==> config.mk <==
export PLATFORM = sky130hd
export DESIGN_NAME = mrx_front_flat
export DESIGN_NICKNAME = d
export VERILOG_FILES = /design/src/hdl/mrx_pkg.sv /design/src/hdl/mrx_if.sv /design/src/hdl/mrx_front.sv /design/src/flat_wrapper.sv
export SDC_FILE = /design/constraint.sdc
export NUM_CORES = 1
export LEC_CHECK = 0
export ABC_AREA = 1
export BUFFER_PORTS_ARGS = -buffer_cell sky130_fd_sc_hd__buf_4
export CAP_MARGIN = 10
export CORE_AREA = 2 2 104 106
export CTS_BUF_LIST = sky130_fd_sc_hd__clkbuf_4 sky130_fd_sc_hd__clkbuf_8 sky130_fd_sc_hd__clkbuf_16
export CTS_CLUSTER_SIZE = 30
export DETAILED_ROUTE_END_ITERATION = 8
export DIE_AREA = 0 0 106 108
export PLACE_DENSITY_LB_ADDON = 0.1
export SLEW_MARGIN = 0
export SYNTH_ARGS = -nofsm -noshare
export SYNTH_HDL_FRONTEND = slang
export SYNTH_SLANG_ARGS = --single-unit
==> constraint.sdc <==
create_clock -name i_clk -period 5.2 [get_ports i_clk]
set_clock_uncertainty 0.2 [all_clocks]
set_input_delay 0.78 -clock i_clk [delete_from_list [all_inputs] [get_ports i_clk]]
set_output_delay 0.78 -clock i_clk [all_outputs]
set_load 0.01 [all_outputs]
==> src/hdl/mrx_pkg.sv <==
// Package for the mixed-radix expression evaluator.
// Holds character codes, command encodings, the command struct and small helper functions.
// Used by every module of the block; depends on nothing.
package mrx_pkg;

    localparam int MAX_DIGITS = 64;
    localparam int MEM_DEPTH  = 64;
    localparam int MEM_AW     = $clog2(MEM_DEPTH);
    localparam int CNT_W      = $clog2(MEM_DEPTH + 1);
    localparam int FIFO_DEPTH = 2;
    localparam int FIFO_AW    = $clog2(FIFO_DEPTH);
    localparam int FIFO_CW    = $clog2(FIFO_DEPTH + 1);

    localparam logic [7:0] CH_PLUS  = 8'h2B;
    localparam logic [7:0] CH_MINUS = 8'h2D;
    localparam logic [7:0] CH_TIMES = 8'h2A;
    localparam logic [7:0] CH_EQ    = 8'h3D;
    localparam logic [7:0] CH_CARET = 8'h5E;
    localparam logic [7:0] CH_ZERO  = 8'h30;
    localparam logic [7:0] CH_NINE  = 8'h39;
    localparam logic [7:0] CH_LA    = 8'h61;
    localparam logic [7:0] CH_LZ    = 8'h7A;

    localparam logic [1:0] OP_PLUS  = 2'd0;
    localparam logic [1:0] OP_MINUS = 2'd1;
    localparam logic [1:0] OP_TIMES = 2'd2;

    localparam logic [1:0] CMD_NONE   = 2'd0;
    localparam logic [1:0] CMD_DIGIT  = 2'd1;
    localparam logic [1:0] CMD_FINISH = 2'd2;

    localparam logic [7:0] DEC_BASE = 8'd10;

    typedef struct packed {
        logic [1:0] kind;
        logic [5:0] digit;
        logic [7:0] base;
        logic [1:0] op;
        logic       last;
        logic       emit;
        logic [5:0] out_base;
        logic       too_long;
    } t_cmd;

    function automatic logic [5:0] char_value(input logic [7:0] c);
        logic [5:0] v;
        v = '0;
        if (c >= CH_ZERO && c <= CH_NINE) begin
            v = 6'(c - CH_ZERO);
        end else if (c >= CH_LA && c <= CH_LZ) begin
            v = 6'(c - CH_LA + 8'd10);
        end
        return v;
    endfunction

    function automatic logic [7:0] digit_char(input logic [5:0] d);
        logic [7:0] r;
        if (d < 6'd10) begin
            r = CH_ZERO + {2'b00, d};
        end else begin
            r = CH_LA + {2'b00, d} - 8'd10;
        end
        return r;
    endfunction

endpackage

==> src/hdl/mrx_if.sv <==
// Handshake channel interfaces of the mixed-radix expression evaluator.
// One interface for the character input and one for the result digits.
// Depends on nothing.
interface mrx_in_if;
    logic       valid;
    logic       ready;
    logic [7:0] char_in;
    logic       end_of_text;
    modport source (output valid, char_in, end_of_text, input ready);
    modport sink (input valid, char_in, end_of_text, output ready);
endinterface


==> src/hdl/mrx_front.sv <==
// Front end: accepts characters, tracks the parse phase and bases, and issues commands.
// Depends on mrx_pkg and mrx_in_if.
module mrx_front import mrx_pkg::*; (
    input  logic     i_clk,
    input  logic     i_rst_n,
    mrx_in_if.sink   i_in,
    input  logic     i_full,
    output logic     o_push,
    output t_cmd     o_cmd
);

    localparam logic [1:0] PH_DIGITS   = 2'd0;
    localparam logic [1:0] PH_BASE     = 2'd1;
    localparam logic [1:0] PH_AFTER_EQ = 2'd2;
    localparam logic [1:0] PH_RES_BASE = 2'd3;

    logic [1:0]       r_phase, n_phase;
    logic [7:0]       r_radix, n_radix;
    logic [CNT_W-1:0] r_cnt, n_cnt;
    logic             r_ovf, n_ovf;
    logic             accept, is_op;
    logic [7:0]       c;
    t_cmd             cmd;

    function automatic logic [7:0] add_dec(input logic [7:0] acc, input logic [5:0] v);
        logic [11:0] s;
        s = 12'(acc) * 12'd10 + 12'(v);
        return (s > 12'd255) ? 8'd255 : s[7:0];
    endfunction

    assign i_in.ready = !i_full;
    assign accept     = i_in.valid && !i_full;
    assign c          = i_in.char_in;
    assign is_op      = (c == CH_PLUS) || (c == CH_MINUS) || (c == CH_TIMES) || (c == CH_EQ);

    always_comb begin
        n_phase = r_phase;
        n_radix = r_radix;
        n_cnt   = r_cnt;
        n_ovf   = r_ovf;
        cmd     = '0;
        unique case (r_phase) inside
            PH_DIGITS, PH_BASE: begin
                if (is_op) begin
                    cmd.kind = CMD_FINISH;
                    cmd.base = (r_phase == PH_BASE) ? r_radix : DEC_BASE;
                    cmd.op   = (c == CH_TIMES) ? OP_TIMES : (c == CH_MINUS) ? OP_MINUS : OP_PLUS;
                    n_cnt    = '0;
                    n_radix  = '0;
                    n_phase  = (c == CH_EQ) ? PH_AFTER_EQ : PH_DIGITS;
                end else if (c == CH_CARET) begin
                    if (r_phase == PH_DIGITS) begin
                        n_phase = PH_BASE;
                        n_radix = '0;
                    end
                end else if (r_phase == PH_DIGITS) begin
                    if (r_cnt < CNT_W'(MAX_DIGITS)) begin
                        cmd.kind  = CMD_DIGIT;
                        cmd.digit = char_value(c);
                        n_cnt     = r_cnt + 1'b1;
                    end else begin
                        n_ovf = 1'b1;
                    end
                end else begin
                    n_radix = add_dec(r_radix, char_value(c));
                end
            end
            PH_AFTER_EQ: begin
                if (c == CH_CARET) begin
                    n_phase = PH_RES_BASE;
                    n_radix = '0;
                end
            end
            default: begin
                if (!is_op && c != CH_CARET) begin
                    n_radix = add_dec(r_radix, char_value(c));
                end
            end
        endcase
        if (i_in.end_of_text) begin
            cmd.last     = 1'b1;
            cmd.emit     = (n_phase == PH_RES_BASE);
            cmd.out_base = (n_radix < 8'd2) ? 6'd2 : (n_radix > 8'd36) ? 6'd36 : n_radix[5:0];
            cmd.too_long = n_ovf;
            n_phase      = PH_DIGITS;
            n_radix      = '0;
            n_cnt        = '0;
            n_ovf        = 1'b0;
        end
    end

    assign o_cmd  = cmd;
    assign o_push = accept && (cmd.kind != CMD_NONE || cmd.last);

    always_ff @(posedge i_clk) begin
        if (!i_rst_n) begin
            r_phase <= PH_DIGITS;
            r_radix <= '0;
            r_cnt   <= '0;
            r_ovf   <= 1'b0;
        end else if (accept) begin
            r_phase <= n_phase;
            r_radix <= n_radix;
            r_cnt   <= n_cnt;
            r_ovf   <= n_ovf;
        end
    end

endmodule

==> src/flat_wrapper.sv <==
// flat-port wrapper written by rule: the top's interface ports become plain ports
module mrx_front_flat import mrx_pkg::*;
  (i_clk, i_rst_n, i_full, o_push, o_cmd, i_in_valid, i_in_char_in, i_in_end_of_text, i_in_ready);
  mrx_in_if i_in_i ();
  input  logic i_clk;
  input  logic i_rst_n;
  input  logic i_full;
  output logic o_push;
  output t_cmd o_cmd;
  input wire logic [$bits(i_in_i.valid)-1:0] i_in_valid;
  input wire logic [$bits(i_in_i.char_in)-1:0] i_in_char_in;
  input wire logic [$bits(i_in_i.end_of_text)-1:0] i_in_end_of_text;
  output wire logic [$bits(i_in_i.ready)-1:0] i_in_ready;
  assign i_in_i.valid = i_in_valid;
  assign i_in_i.char_in = i_in_char_in;
  assign i_in_i.end_of_text = i_in_end_of_text;
  assign i_in_ready = i_in_i.ready;
  mrx_front u_core (.i_clk(i_clk), .i_rst_n(i_rst_n), .i_in(i_in_i), .i_full(i_full), .o_push(o_push), .o_cmd(o_cmd));
endmodule
==> run_results.csv <==
group,metric,value,unit
critical_path,slowest_delay,210,ps
sta,setup_viol,0,
floorplan,row_count,37,
global_routing,grt_pass1_wl,12.99,mm
critical_path,worstPathArrival,3930,ps
pwr,p_total,344.6,uW
run_status,status,"finished clean",
yosys,ys_seq_area_share,14.13,%
critical_path,criticalPathCategory,"input pin to output port",
floorplan,ios,42,
cells_and_area,antenna_cells,0,
pwr,p_int,239.5,uW
sta,worst_pin_slew,803.1,ps
floorplan,chipWidth,106,um
yosys,avgSynthCellArea,5.862,um2
yosys,synth_cells,435,
clock_network,cts_inserted_buffers,3,
clock_network,cts_max_path_buffers,2,
critical_path,slowest_stage,"ha_4",
floorplan,core,10230,um2
place,dp_hpwl,6.528,mm
yosys,ys_ff_latch,18,
critical_path,critPathLaunchType,"input pin",
global_routing,grt_usage,13.91,%
detailed_routing,via_per_inst,4.557,
cells_and_area,seq_area,360.3,um2
place,placedCellCount,616,
yosys,yosysTopAreaCell,"nand2_1",
cells_and_area,multi_input_area,2014,um2
cells_and_area,nets,528,
pwr,powerDensity,105.2,nW/um2
place,pre_cts_slack,-58.27,ps
detailed_routing,drc_errors,0,
detailed_routing,drtPass1Iterations,4,
global_routing,overflow,0,
sta,setup_slack,293.1,ps
pwr,pwr-share-clk,34.9,%
detailed_routing,wl,8.022,mm
place,gp_congestion,0.8376,
clock_network,insertion_delay,260,ps
sta,hold_violations,0,
detailed_routing,ant_nets,0,
floorplan,die_y,108,um
clock_network,root_buffer,"clkbuf_8",
clock_network,cts_hold_buf,0,
cells_and_area,drive_gt1_share,23.00,%
clock_network,clock-sinks,18,
sta,tns,0,ps
clock_network,path_clk_slew,80,ps
floorplan,die_area,11450,um2
global_routing,grt_pass1_vias,2656,
global_routing,antenna_found_initial,0,
pwr,pwr-share-seq,40.3,%
pwr,power.switching,105.1,uW
critical_path,cp_max_fo,5,
sta,fmaxAchievable,0.2038,GHz
sta,layout_min_cycle_time,4907,ps
yosys,synth_cell_types,36,
floorplan,initial_core_util,24.92,%
flow_run,cap_violations,0,
yosys,yosysWarnings,0,
sta,min_period_over_period,94.36,%
critical_path,cp-end-kind,"output port",
yosys,yosys-top-cells-area,"nand2_1, dfxtp_1, ha_1",
sta,slew_headroom,46.26,%
min_path,hold_class,"flip-flop to flip-flop",
pwr,p_leak,1.643,nW
place,port_buffers,41,
detailed_routing,drt-initial-drc-count,117,
yosys,synth_nets,475,
pwr,p_sw_share,30.51,%
yosys,synth_area,2550,um2
cells_and_area,layoutNonFillerInstCount,623,
cells_and_area,final_core_util,32.02,%
clock_network,cts_htree_levels,1,
clock_network,cts_tree,"yes",
cells_and_area,areaGrowthSynthToFinish,28.46,%
pwr,worst_ir_drop_vdd,0.09775,mV
pwr,pwr-share-comb,24.8,%
critical_path,cp.required,4220,ps
detailed_routing,avgRoutedWirePerCell,12.88,um
cells_and_area,num-fill-cells,1167,
detailed_routing,num_vias,2839,
sta,slew_violations,0,
global_routing,grt_max_degree,14,
yosys,synth_top_area_share,16.49,%
critical_path,cp_common_cell,"nand2_1",
power groups by stage:
| stage | Sequential, mW | Combinational, mW | Clock [mW] |
|---|---|---|---|
| 6_report | 0.139 | 0.0854 | 0.120 |
| 5_1_grt | 0.139 | 0.0958 | 0.132 |
| 4_1_cts | 0.139 | 0.0803 | 0.125 |
| 3_5_place_dp | 0.142 | 0.0798 | 0 |
| 3_3_place_gp | 0.142 | 0.0805 | 0 |
| 2_1_floorplan | 0.142 | 0.0459 | 0 |
per-layer routing:
| layer | global-route usage (%) | vias to the layer above | share of wire [%] |
|---|---|---|---|
| li1 | - | 1506 | - |
| met1 | 18.61 | 1291 | 48 |
| met2 | 24.61 | 36 | 48 |
| met3 | 1.869 | 6 | 2.7 |
| met4 | 1.692 | 0 | 1.1 |
| met5 | 0 | - | 0 |
critical path: cells and delay by family:
family | cells | cell delay (ps)
and+or+nand+nor | 15 | 1610
adders and majority gates | 2 | 410
buffers and inverters | 5 | 570
AOI/OAI and AO/OA | 3 | 540
logic make-up after synthesis:
| family | share of synthesized area (%) |
|---|---|
| AOI/OAI and AO/OA | 13.25 |
| xor gates and xnor gates | 3.386 |
| adders and majority gates | 13.84 |
| buffers and inverters | 12.41 |
| DFF | 14.13 |
| and+or+nand+nor | 42.98 |
registers in the layout, indices dropped and copies added, names as in the netlist:
register / flops
u_core.r_ovf: 1
u_core.r_phase: 2
u_core.r_radix: 8
u_core.r_cnt: 7
cells in the final DEF (no fill, tap or decap), types with 2 or more instances in the layout:
cell / netlist / routed
nand3_2: 6 / 7
nand2_2: 5 / 9
o21ai_0: 15 / 11
nor2_2: 3 / 2
buf_4: 2 / 52
o21ai_1: 0 / 2
nand4_1: 8 / 8
xor2_1: 4 / 4
nand2_1: 112 / 106
nor3_2: 2 / 2
o21ai_2: 1 / 3
nand3_1: 35 / 33
a31oi_1: 2 / 2
o21ai_4: 1 / 2
a211oi_1: 2 / 2
inv_1: 70 / 66
nor3_1: 12 / 12
a21oi_1: 37 / 36
nor3b_1: 2 / 2
dfxtp_1: 18 / 18
nor2_4: 2 / 4
ha_1: 25 / 19
inv_2: 6 / 10
nand2_4: 1 / 3
xnor2_1: 4 / 3
clkbuf_8: 0 / 4
nor2_1: 46 / 46
ha_2: 0 / 3
ha_4: 0 / 3
metrics by stage:
stage	hold slack (ps)	cell area, um2
finish	284.5	3276
global route	305.0	3276
CTS	287.5	3136
detailed placement	270.5	3072
global placement	270.5	3072
floorplan	249.2	2550
path summary, 6_finish.rpt:
path	from	end	slack [ps]	cells after the start
min	u_core.r_ovf	u_core.r_ovf	280	2
min reg2reg	u_core.r_ovf	u_core.r_ovf	280	2
max	i_in_char_in[0]	o_cmd[2]	290	25
max reg2reg	u_core.r_radix[0]	u_core.r_radix[1]	1650	18
cells in the mapped netlist, drive strengths merged:
library cell  count
a211oi            2
a21oi            37
a31o              1
a31oi             2
and2              1
buf               3
clkbuf            3
dfxtp            18
fa                2
ha               25
inv              76
nand2           118
nand3            41
nand4             8
nor2             52
nor3             14
nor3b             2
nor4              1
o2111ai           1
o21a              1
o21ai            17
or2               1
xnor2             4
xor2              5
layout make-up:
type,count,area share (%)
clock buffers,4,1.681
well taps,136,5.195
multi-input cells,337,61.50
flip-flops and latches,18,11.00
inverters,76,8.709
repair buffers,52,11.92
timing repair:
item,in CTS,in global routing
cloned,1,1
gates resized for setup,2,31
buffers inserted,0,1
pin swaps,1,10
endpoints found under the hold margin,0,0
setup endpoints to repair,5,6
Note: power is estimated with default switching activity, not from simulation.
