===== config.mk =====
export PLATFORM = sky130hd
export DESIGN_NAME = mrx_cmd_fifo
export DESIGN_NICKNAME = d
export VERILOG_FILES = /design/src/hdl/mrx_pkg.sv /design/src/hdl/mrx_cmd_fifo.sv
export SDC_FILE = /design/constraint.sdc
export NUM_CORES = 1
export LEC_CHECK = 0
export CAP_MARGIN = 10
export CORE_MARGIN = 3
export CORE_UTILIZATION = 40
export CTS_CLUSTER_SIZE = 30
export DETAILED_ROUTE_END_ITERATION = 16
export DONT_BUFFER_PORTS = 1
export SLEW_MARGIN = 10
export SYNTH_ARGS = -nofsm -noshare
export SYNTH_HDL_FRONTEND = slang
export SYNTH_SLANG_ARGS = --single-unit

===== constraint.sdc =====
create_clock -name i_clk -period 4.4 [get_ports i_clk]
set_clock_uncertainty 0.2 [all_clocks]
set_input_delay 0.44 -clock i_clk [delete_from_list [all_inputs] [get_ports i_clk]]
set_output_delay 0.44 -clock i_clk [all_outputs]
set_load 0.05 [all_outputs]

===== src/hdl/mrx_pkg.sv =====
// Package for the mixed-radix expression evaluator.
// Holds character codes, command encodings, the command struct and small helper functions.
// Used by every module of the block; depends on nothing.
package mrx_pkg;

    localparam int MAX_DIGITS = 64;
    localparam int MEM_DEPTH  = 64;
    localparam int MEM_AW     = $clog2(MEM_DEPTH);
    localparam int CNT_W      = $clog2(MEM_DEPTH + 1);
    localparam int FIFO_DEPTH = 2;
    localparam int FIFO_AW    = $clog2(FIFO_DEPTH);
    localparam int FIFO_CW    = $clog2(FIFO_DEPTH + 1);

    localparam logic [7:0] CH_PLUS  = 8'h2B;
    localparam logic [7:0] CH_MINUS = 8'h2D;
    localparam logic [7:0] CH_TIMES = 8'h2A;
    localparam logic [7:0] CH_EQ    = 8'h3D;
    localparam logic [7:0] CH_CARET = 8'h5E;
    localparam logic [7:0] CH_ZERO  = 8'h30;
    localparam logic [7:0] CH_NINE  = 8'h39;
    localparam logic [7:0] CH_LA    = 8'h61;
    localparam logic [7:0] CH_LZ    = 8'h7A;

    localparam logic [1:0] OP_PLUS  = 2'd0;
    localparam logic [1:0] OP_MINUS = 2'd1;
    localparam logic [1:0] OP_TIMES = 2'd2;

    localparam logic [1:0] CMD_NONE   = 2'd0;
    localparam logic [1:0] CMD_DIGIT  = 2'd1;
    localparam logic [1:0] CMD_FINISH = 2'd2;

    localparam logic [7:0] DEC_BASE = 8'd10;

    typedef struct packed {
        logic [1:0] kind;
        logic [5:0] digit;
        logic [7:0] base;
        logic [1:0] op;
        logic       last;
        logic       emit;
        logic [5:0] out_base;
        logic       too_long;
    } t_cmd;

    function automatic logic [5:0] char_value(input logic [7:0] c);
        logic [5:0] v;
        v = '0;
        if (c >= CH_ZERO && c <= CH_NINE) begin
            v = 6'(c - CH_ZERO);
        end else if (c >= CH_LA && c <= CH_LZ) begin
            v = 6'(c - CH_LA + 8'd10);
        end
        return v;
    endfunction

    function automatic logic [7:0] digit_char(input logic [5:0] d);
        logic [7:0] r;
        if (d < 6'd10) begin
            r = CH_ZERO + {2'b00, d};
        end else begin
            r = CH_LA + {2'b00, d} - 8'd10;
        end
        return r;
    endfunction

endpackage


===== src/hdl/mrx_cmd_fifo.sv =====
// Short command queue between the front end and the back end.
// Depends on mrx_pkg.
module mrx_cmd_fifo import mrx_pkg::*; (
    input  logic i_clk,
    input  logic i_rst_n,
    input  logic i_push,
    input  t_cmd i_cmd,
    input  logic i_pop,
    output logic o_full,
    output logic o_empty,
    output t_cmd o_cmd
);

    t_cmd               r_mem [FIFO_DEPTH];
    logic [FIFO_AW-1:0] r_wp, r_rp;
    logic [FIFO_CW-1:0] r_cnt;

    assign o_full  = (r_cnt == FIFO_CW'(FIFO_DEPTH));
    assign o_empty = (r_cnt == '0);
    assign o_cmd   = r_mem[r_rp];

    always_ff @(posedge i_clk) begin
        if (i_push) begin
            r_mem[r_wp] <= i_cmd;
        end
    end

    always_ff @(posedge i_clk) begin
        if (!i_rst_n) begin
            r_wp  <= '0;
            r_rp  <= '0;
            r_cnt <= '0;
        end else begin
            if (i_push) begin
                r_wp <= (r_wp == FIFO_AW'(FIFO_DEPTH - 1)) ? '0 : r_wp + 1'b1;
            end
            if (i_pop) begin
                r_rp <= (r_rp == FIFO_AW'(FIFO_DEPTH - 1)) ? '0 : r_rp + 1'b1;
            end
            r_cnt <= r_cnt + FIFO_CW'(i_push) - FIFO_CW'(i_pop);
        end
    end

endmodule


==> qor.txt, run 1 <==
Seq/Total Area, Yosys = 0.756
GR Overflow Total = 0
Critical Path End Type = primary output
vias in the first global route = 1027
Wirelength per Cell = 16.1 µm
diode count = 0
Worst setup SP type = flip-flop
first-pass GRT wire length = 4970 µm
Row Count = 26
die area = 6630 µm²
Total GRT Usage = 0.109
FF+latch area = 1720 µm²
Hold Slack = 0.0462 ns
Syn-to-layout area delta = 21.0%
Max Cap Viol = 0
Die Wd = 81.5 µm
Net Count, Synth = 138
WP buf/inv = 0
Hold Path Class = in -> reg
Slew Limit Fails = 0
Syn Inst Count = 105
Worst Path Class, Setup = reg -> out
Yosys reg bits = 59
Die Span Y = 81.5 µm
Slowest-stage cell, CP = dfxtp_2
drt first pass iters = 4
core area = 5300 µm²
via count = 1021
Slew Limit Headroom = 0.361
RSZ-0062 raised after global routing = false
Placer Congestion = 0.558
# DRC = 0
crit path max fanout = 27
Worst-Margin Slew = 0.957 ns
Fin Setup TNS = 0 ns
crit path cell chain = mux2_2
antenna violations before repair = 0
crit path DAT = 1.76 ns
Mean Syn Cell Area = 21.7 µm²
worst vdd ir = 0.000261 V
final setup vio count = 0
H-tree lvl count = 3
number of fillers in the final layout = 432
CTS tree = yes
number of I/O pins = 60
non-filler cells, final = 217
run status = complete, no violations
IO buf count = 0
max incr delay on CP = 0.89 ns
later-pin clock latency in the skew report = 0.31 ns
Cell Area, Synth = 2280 µm²
PwrDens = 459 nW/µm²
ANT nets after route = 0
Pwr Total = 1.27 mW
Finished Core Util = 0.520
vias per cell = 4.71
placed cell count = 174
CTS root buffer = clkbuf_8
Yosys cell types = 14
CTS Buf Count = 9
# nets final = 175
DP HPWL = 2310 µm
initial drt markers = 19
Hold Vio Cnt, Final = 0
drt total wl = 3490 µm
largest net degree at the start of global routing = 28
TritonCTS sink count = 59
required time worst endpoint = 3.76 ns
Initial Utilization = 0.429
clock slew seen by the registers of the worst setup and hold paths = 0.06 ns
final period utilization = 0.547
fmax = 0.416 GHz
leakage = 0.993 nW
area used by multi-input combinational logic = 499 µm²
post-route minimum period = 2.40 ns
share of cells above drive strength 1 = 0.286
maximum buffer depth of the clock tree = 2
crit-path leading delay family = flip-flops
YS warnings = 0
==> registers in the layout, indices dropped and copies added, names as in the netlist, named ones only <==
signal	flops
r_cnt	2
r_mem	54
r_rp	1
r_wp	1
==> stage by stage <==
stage               area [µm²]  setup slack [ns]
finish                    2760              2.00
global route              2760              1.90
CTS                       2760              1.92
detailed placement        2330              2.29
global placement          2330              2.33
floorplan                 2280              2.08
==> power by group <==
| part | leakage (nW) | internal (mW) | switching, mW |
|---|---|---|---|
| clock | 0.0792 | 0.199 | 0.175 |
| sequential | 0.549 | 0.648 | 0.0228 |
| combinational | 0.365 | 0.0745 | 0.147 |
| total | 0.993 | 0.921 | 0.344 |
==> cells by family (layout without fill, tap and decap cells) <==
logic type	after synthesis	after routing	synth area share
AOI/OAI and AO/OA	1	1	0.00330
xor gates and xnor gates	2	2	0.0137
adders and majority gates	2	2	0.0110
buffers and inverters	5	47	0.0258
DFF	59	59	0.756
muxes	27	27	0.166
and+or+nand+nor	9	9	0.0236
==> cells in the mapped netlist <==
master,instances,area share
nor2_1,1,0.0016
buf_6,1,0.0049
edfxtp_1,54,0.71
inv_1,2,0.0033
nor2b_1,4,0.011
ha_1,2,0.011
dfxtp_1,5,0.044
mux2_4,20,0.13
and2_1,4,0.011
xnor3_1,1,0.0099
xor2_1,1,0.0038
buf_12,2,0.018
mux2_2,7,0.035
o21a_1,1,0.0033
==> per-layer routing <==
layer  up-vias  wire length [µm]  GRT usage
met5         -                 0          0
met4         0                78     0.0659
met3        10               246     0.0450
met2        38              1900      0.190
met1       498              1270      0.106
li1        475                 -          -
==> layout make-up <==
class | count | area share
clock buffer | 12 | 0.0490
clock inverter | 4 | 0.00636
inverter | 2 | 0.00272
multi-input combinational | 41 | 0.181
sequential | 59 | 0.625
tap | 70 | 0.0318
timing repair buffer | 29 | 0.104
==> final timing paths <==
kind,depth (start not counted),slack (ns),end,start
worst max-delay path,1,2.00,o_cmd[16],flip-flop
worst min-delay path,1,0.05,r_wp$_SDFFE_PN0P_,i_rst_n
worst max register to register,2,2.66,r_mem[0][1]$_DFFE_PP_,r_wp$_SDFFE_PN0P_
worst min register to register,2,0.41,r_rp$_SDFFE_PN0P_,r_rp$_SDFFE_PN0P_
==> cells in the final DEF, fill, tap and decap left out, drive strengths merged <==
master / count
clkbuf: 12
buf: 2
inv: 2
xor2: 1
mux2: 27
o21a: 1
ha: 2
nor2: 1
edfxtp: 54
and2: 4
nor2b: 4
dlygate4sd3: 27
xnor3: 1
dfxtp: 5
clkinv: 4
==> timing repair <==
item                       4_1_cts  5_1_grt
hold buffers                    27        0
resized for setup                0        0
hold endpoints to repair        54        0
setup endpoints to repair        0        0
buffers inserted                 0        0
(Power assumes the default switching activity.)
==> run 2, diff against run 1 <==
clock period = 2.3 ns   (was 4.4 ns; I/O delays follow)
==> qor.txt, run 2 (synthesis results as in run 1) <==
run status = complete, no violations
DP Area = 2380 µm² (+2.1%)
clock slew seen by the registers of the worst setup and hold paths = 0.06 ns (about the same)
Slowest-stage cell, CP = dfxtp_2
max incr delay on CP = 0.61 ns (-0.28 ns)
required time worst endpoint = 1.87 ns (-1.89 ns)
via count = 1059 (+3.7%)
Fin Setup TNS = 0 ns (unchanged)
Syn-to-layout area delta = 24.9%
Slew Limit Headroom = 0.701 (+0.341)
most common cell after layout, fill and taps aside = edfxtp_1
later-pin clock latency in the skew report = 0.33 ns (+0.02 ns)
IO buf count = 0 (unchanged)
vias in the first global route = 1166 (+14%)
Slew Limit Fails = 0 (unchanged)
Placer Congestion = 0.568 (+1.9%)
leakage = 1.04 nW (+4.6%)
Largest register FFs = 54 (unchanged)
Row Count = 26 (unchanged)
final setup vio count = 0 (unchanged)
CTS Buf Count = 9 (unchanged)
most frequent cells in the layout = edfxtp_1 (54), dlygate4sd3_1 (31), mux2_4 (20), clkbuf_8 (9), mux2_2 (7)
postcts setup bufs = 0 (unchanged)
post-route minimum period = 1.99 ns
Hold Vio Cnt, Final = 0 (unchanged)
CTS tree = yes
final period utilization = 0.866
crit path cell chain = buf_12, mux2_4
share of cells above drive strength 1 = 0.295 (+0.00916)
Worst setup SP type = flip-flop
post-cts repair resize count = 0 (unchanged)
Worst-Margin Slew = 0.448 ns (-0.509 ns)
largest net degree at the start of global routing = 16 (-43%)
worst vdd ir = 0.000547 V (+110%)
first-pass GRT wire length = 5650 µm (+14%)
Biggest register = r_mem
crit path max fanout = 15 (-44%)
Die Wd = 81.5 µm (unchanged)
Initial Utilization = 0.429 (unchanged)
crit path DAT = 1.56 ns (-0.20 ns)
drt total wl = 3650 µm (+4.5%)
H-tree lvl count = 3 (unchanged)
PwrDens = 869 nW/µm² (+89%)
Worst Path Class, Setup = reg -> out
GR Overflow Total = 0 (unchanged)
DP HPWL = 2350 µm (+2.0%)
RSZ-0062 raised after global routing = false
TritonCTS sink count = 59 (unchanged)
Max Cap Viol = 0 (unchanged)
drt first pass iters = 4 (unchanged)
# nets final = 184 (+5.1%)
Wirelength per Cell = 16.1 µm (+0.34%)
diode count = 0 (unchanged)
HP Start = i_pop
r2r startpoint = r_wp$_SDFFE_PN0P_
antenna violations before repair = 0 (unchanged)
Design Area, Final = 2840 µm² (+3.2%)
vias per cell = 4.69 (-0.41%)
fmax = 0.502 GHz
initial drt markers = 68 (+49)
Hold Path Class = in -> reg
Pwr Total = 2.47 mW (+95%)
Critical Path End Type = primary output
Total GRT Usage = 0.123 (+0.0144)
CTS root buffer = clkbuf_8
number of I/O pins = 60 (unchanged)
die area = 6630 µm² (unchanged)
# DRC = 0 (unchanged)
Largest regs = r_mem (54), r_cnt (2)
Die Span Y = 81.5 µm (unchanged)
# hold bufs at CTS = 31 (+15%)
ANT nets after route = 0 (unchanged)
maximum buffer depth of the clock tree = 2 (unchanged)
core area = 5300 µm² (unchanged)
-- run 2: cell types whose count changed in the layout (fill, tap and decap cells not counted) --
cell           change
buf_4              +4
dlygate4sd3_1      +4
clkinv_1           +2
buf_12             +1
clkbuf_1           -1
clkinv_2           -1
-- run 2: cell type report --
class	instances	area [µm²]
fill	433	2460
tap	70	87.6
clock inverter	5	20.0
sequential	59	1720
inverter	2	7.51
timing repair buffer	38	375
multi-input combinational	41	499
clock buffer	11	131
-- run 2: per-stage QoR --
step / setup WS [ns] / cells / util / hold WS [ns]
finish: 0.308 / 226 / 0.536 / 0.141
global route: 0.215 / 226 / 0.536 / 0.133
CTS: 0.256 / 226 / 0.536 / 0.136
detailed placement: 0.618 / 179 / 0.449 / 0.129
global placement: 0.634 / 179 / 0.449 / 0.129
floorplan: 0.126 / 105 / - / 0.129
-- run 2: power by group --
group	switching (mW)	internal, mW	leakage (nW)
clock	0.359	0.374	0.0773
sequential	0.0318	1.24	0.549
combinational	0.298	0.168	0.413
total	0.689	1.78	1.04
-- run 2: final timing paths --
check,depth (start not counted),slack [ns],end
worst min register to register,2,0.39,r_rp$_SDFFE_PN0P_
worst max-delay path,2,0.31,o_cmd[25]
worst max register to register,4,0.66,r_wp$_SDFFE_PN0P_
worst min-delay path,3,0.14,r_cnt[1]$_SDFF_PN0_
-- run 2: layer usage --
layer  track usage  wire length, µm
met3        0.0515              322
met5             0                0
met1         0.124             1320
met4        0.0912               74
met2         0.203             1930
-- run 2: worst max-delay path, delay by kind of cell (launching register included) --
kind | cells | cell delay [ns]
buffers and inverters | 1 | 0.23
flip-flops | 1 | 0.61
multiplexers | 1 | 0.40
==> run 3, diff against run 2 <==
CORE_UTILIZATION = 60   (was 40)
PLACE_DENSITY = 0.76   (was unset)
==> qor.txt, run 3 (synthesis results as in run 1) <==
run status = complete, no violations
die area = 4570 µm² (-31%)
antenna violations before repair = 0 (unchanged)
switch share = 0.273 (-0.00589)
IO buf count = 0 (unchanged)
met2 WL = 2020 µm (+4.3%)
via count = 1039 (-1.9%)
post-cts repair resize count = 0 (unchanged)
GR Overflow Total = 0 (unchanged)
Sequential Power Share = 0.515 (about the same)
most common cell after layout, fill and taps aside = edfxtp_1
share of cells above drive strength 1 = 0.308 (+0.0128)
Critical Path End Type = primary output
number of I/O pins = 60 (unchanged)
core area = 3490 µm² (-34%)
# nets final = 184 (unchanged)
r2r startpoint = r_wp$_SDFFE_PN0P_
switching power = 0.672 mW (-2.5%)
RSZ-0062 raised after global routing = false
Biggest register = r_mem
Hold Vio Cnt, Final = 0 (unchanged)
met3 WL = 307 µm (-4.7%)
vias per cell = 5.14 (+9.8%)
CTS root buffer = clkbuf_8
worst reg2reg path depth = 4 (unchanged)
Int Pwr = 1.79 mW (+0.44%)
vias in the first global route = 1064 (-8.7%)
crit path max fanout = 16 (+1)
H-tree lvl count = 3 (unchanged)
drt first pass iters = 4 (unchanged)
postcts setup bufs = 0 (unchanged)
Syn-to-layout area delta = 23.1%
Row Count = 21 (-19%)
RR Endpoint = r_wp$_SDFFE_PN0P_
final setup vio count = 0 (unchanged)
R2R Setup Slk = 0.57 ns (-0.09 ns)
clock slew seen by the registers of the worst setup and hold paths = 0.06 ns (about the same)
DP Area = 2340 µm² (-1.8%)
# DRC = 0 (unchanged)
non-filler cells, final = 202 (-11%)
Largest register FFs = 54 (unchanged)
DP HPWL = 2200 µm (-6.4%)
CTS tree = yes
Largest regs = r_mem (54), r_cnt (2)
Pwr Total = 2.46 mW (-0.37%)
Fin Setup TNS = 0 ns (unchanged)
crit path DAT = 1.65 ns (+0.09 ns)
Die Span Y = 67.6 µm (-17%)
diode count = 0 (unchanged)
post-route minimum period = 2.08 ns (+0.0867 ns)
Worst setup SP type = flip-flop
worst vdd ir = 0.000793 V (+45%)
most frequent cells in the layout = edfxtp_1 (54), dlygate4sd3_1 (31), mux2_4 (20), clkbuf_8 (9)
met1 wire length = 1270 µm (-3.9%)
Slew Limit Fails = 0 (unchanged)
share of power burned in combinational logic = 0.189 (about the same)
leakage = 1.04 nW (about the same)
ANT nets after route = 0 (unchanged)
initial drt markers = 46 (-32%)
CTS Buf Count = 9 (unchanged)
crit path capture = o_cmd[20]
drt total wl = 3640 µm (-0.27%)
required time worst endpoint = 1.87 ns (about the same)
Hold Path Class = in -> reg
placed cell count = 155 (-13%)
top sig layer = met4
Worst-Margin Slew = 0.337 ns (-0.111 ns)
Wirelength per Cell = 18.0 µm (+12%)
Die Wd = 67.6 µm (-17%)
largest net degree at the start of global routing = 18 (+2)
fmax = 0.481 GHz (-4.2%)
Max Cap Viol = 0 (unchanged)
Worst Path Class, Setup = reg -> out
final period utilization = 0.904 (+0.0377)
Design Area, Final = 2800 µm² (-1.4%)
Clock Power Share = 0.296 (about the same)
Initial Utilization = 0.652 (+0.222)
Total GRT Usage = 0.177 (+0.0545)
maximum buffer depth of the clock tree = 2 (unchanged)
later-pin clock latency in the skew report = 0.31 ns (-0.02 ns)
Placer Congestion = 0.593 (+4.4%)
Finished Core Util = 0.802 (+0.266)
PwrDens = 878 nW/µm² (+1.1%)
# hold bufs at CTS = 31 (unchanged)
TritonCTS sink count = 59 (unchanged)
first-pass GRT wire length = 5380 µm (-4.9%)
Slew Limit Headroom = 0.775 (+0.0737)
## run 3: changes by cell type in the layout (fill, tap and decap cells not counted)
cell      previous run  this run
clkinv_1             4         0
clkbuf_1             2         4
clkinv_2             1         3
buf_12               1         0
buf_4                6         7
## run 3: through the flow
stage                     hold WS (ns)  worst slack, ns
after floorplan                  0.129            0.126
after global placement           0.129            0.583
after detailed placement         0.129            0.555
after CTS                        0.125            0.204
after global routing             0.128            0.137
final                            0.138            0.221
## run 3: final cells by class
| type | instances | area (µm²) |
|---|---|---|
| Clock inverter | 3 | 15.0 |
| Multi-Input combinational cell | 41 | 499 |
| Clock buffer | 13 | 139 |
| Fill cell | 169 | 691 |
| Timing Repair Buffer | 38 | 363 |
| Tap cell | 46 | 57.6 |
| Sequential cell | 59 | 1720 |
| Inverter | 2 | 7.51 |
## run 3: critical path, stage by stage, from the launching register on
cell	delay, ns
dfxtp_2	0.53
buf_4	0.37
mux2_4	0.42
## run 3: power by group through the flow
stage | Combinational [mW] | Clock, mW | Sequential [mW]
floorplan | 0.393 | 0 | 1.28
global placement | 0.412 | 0 | 1.29
detailed placement | 0.416 | 0 | 1.29
CTS | 0.466 | 0.742 | 1.27
global route | 0.486 | 0.805 | 1.27
finish | 0.465 | 0.728 | 1.27
## run 3: worst min-delay path by stage
stage | start | to | cells after the start
floorplan | i_cmd[0] | r_mem[0][0]$_DFFE_PP_ | 0
global placement | i_cmd[23] | r_mem[0][23]$_DFFE_PP_ | 0
detailed placement | i_cmd[10] | r_mem[1][10]$_DFFE_PP_ | 0
CTS | i_pop | r_cnt[1]$_SDFF_PN0_ | 3
global route | i_pop | r_cnt[1]$_SDFF_PN0_ | 3
finish | i_pop | r_cnt[1]$_SDFF_PN0_ | 3
## run 3: per-layer routing
layer / up-vias / global-route usage
met5: - / 0
met4: 0 / 0.0911
met3: 8 / 0.0765
met2: 47 / 0.313
met1: 492 / 0.174
li1: 492 / -
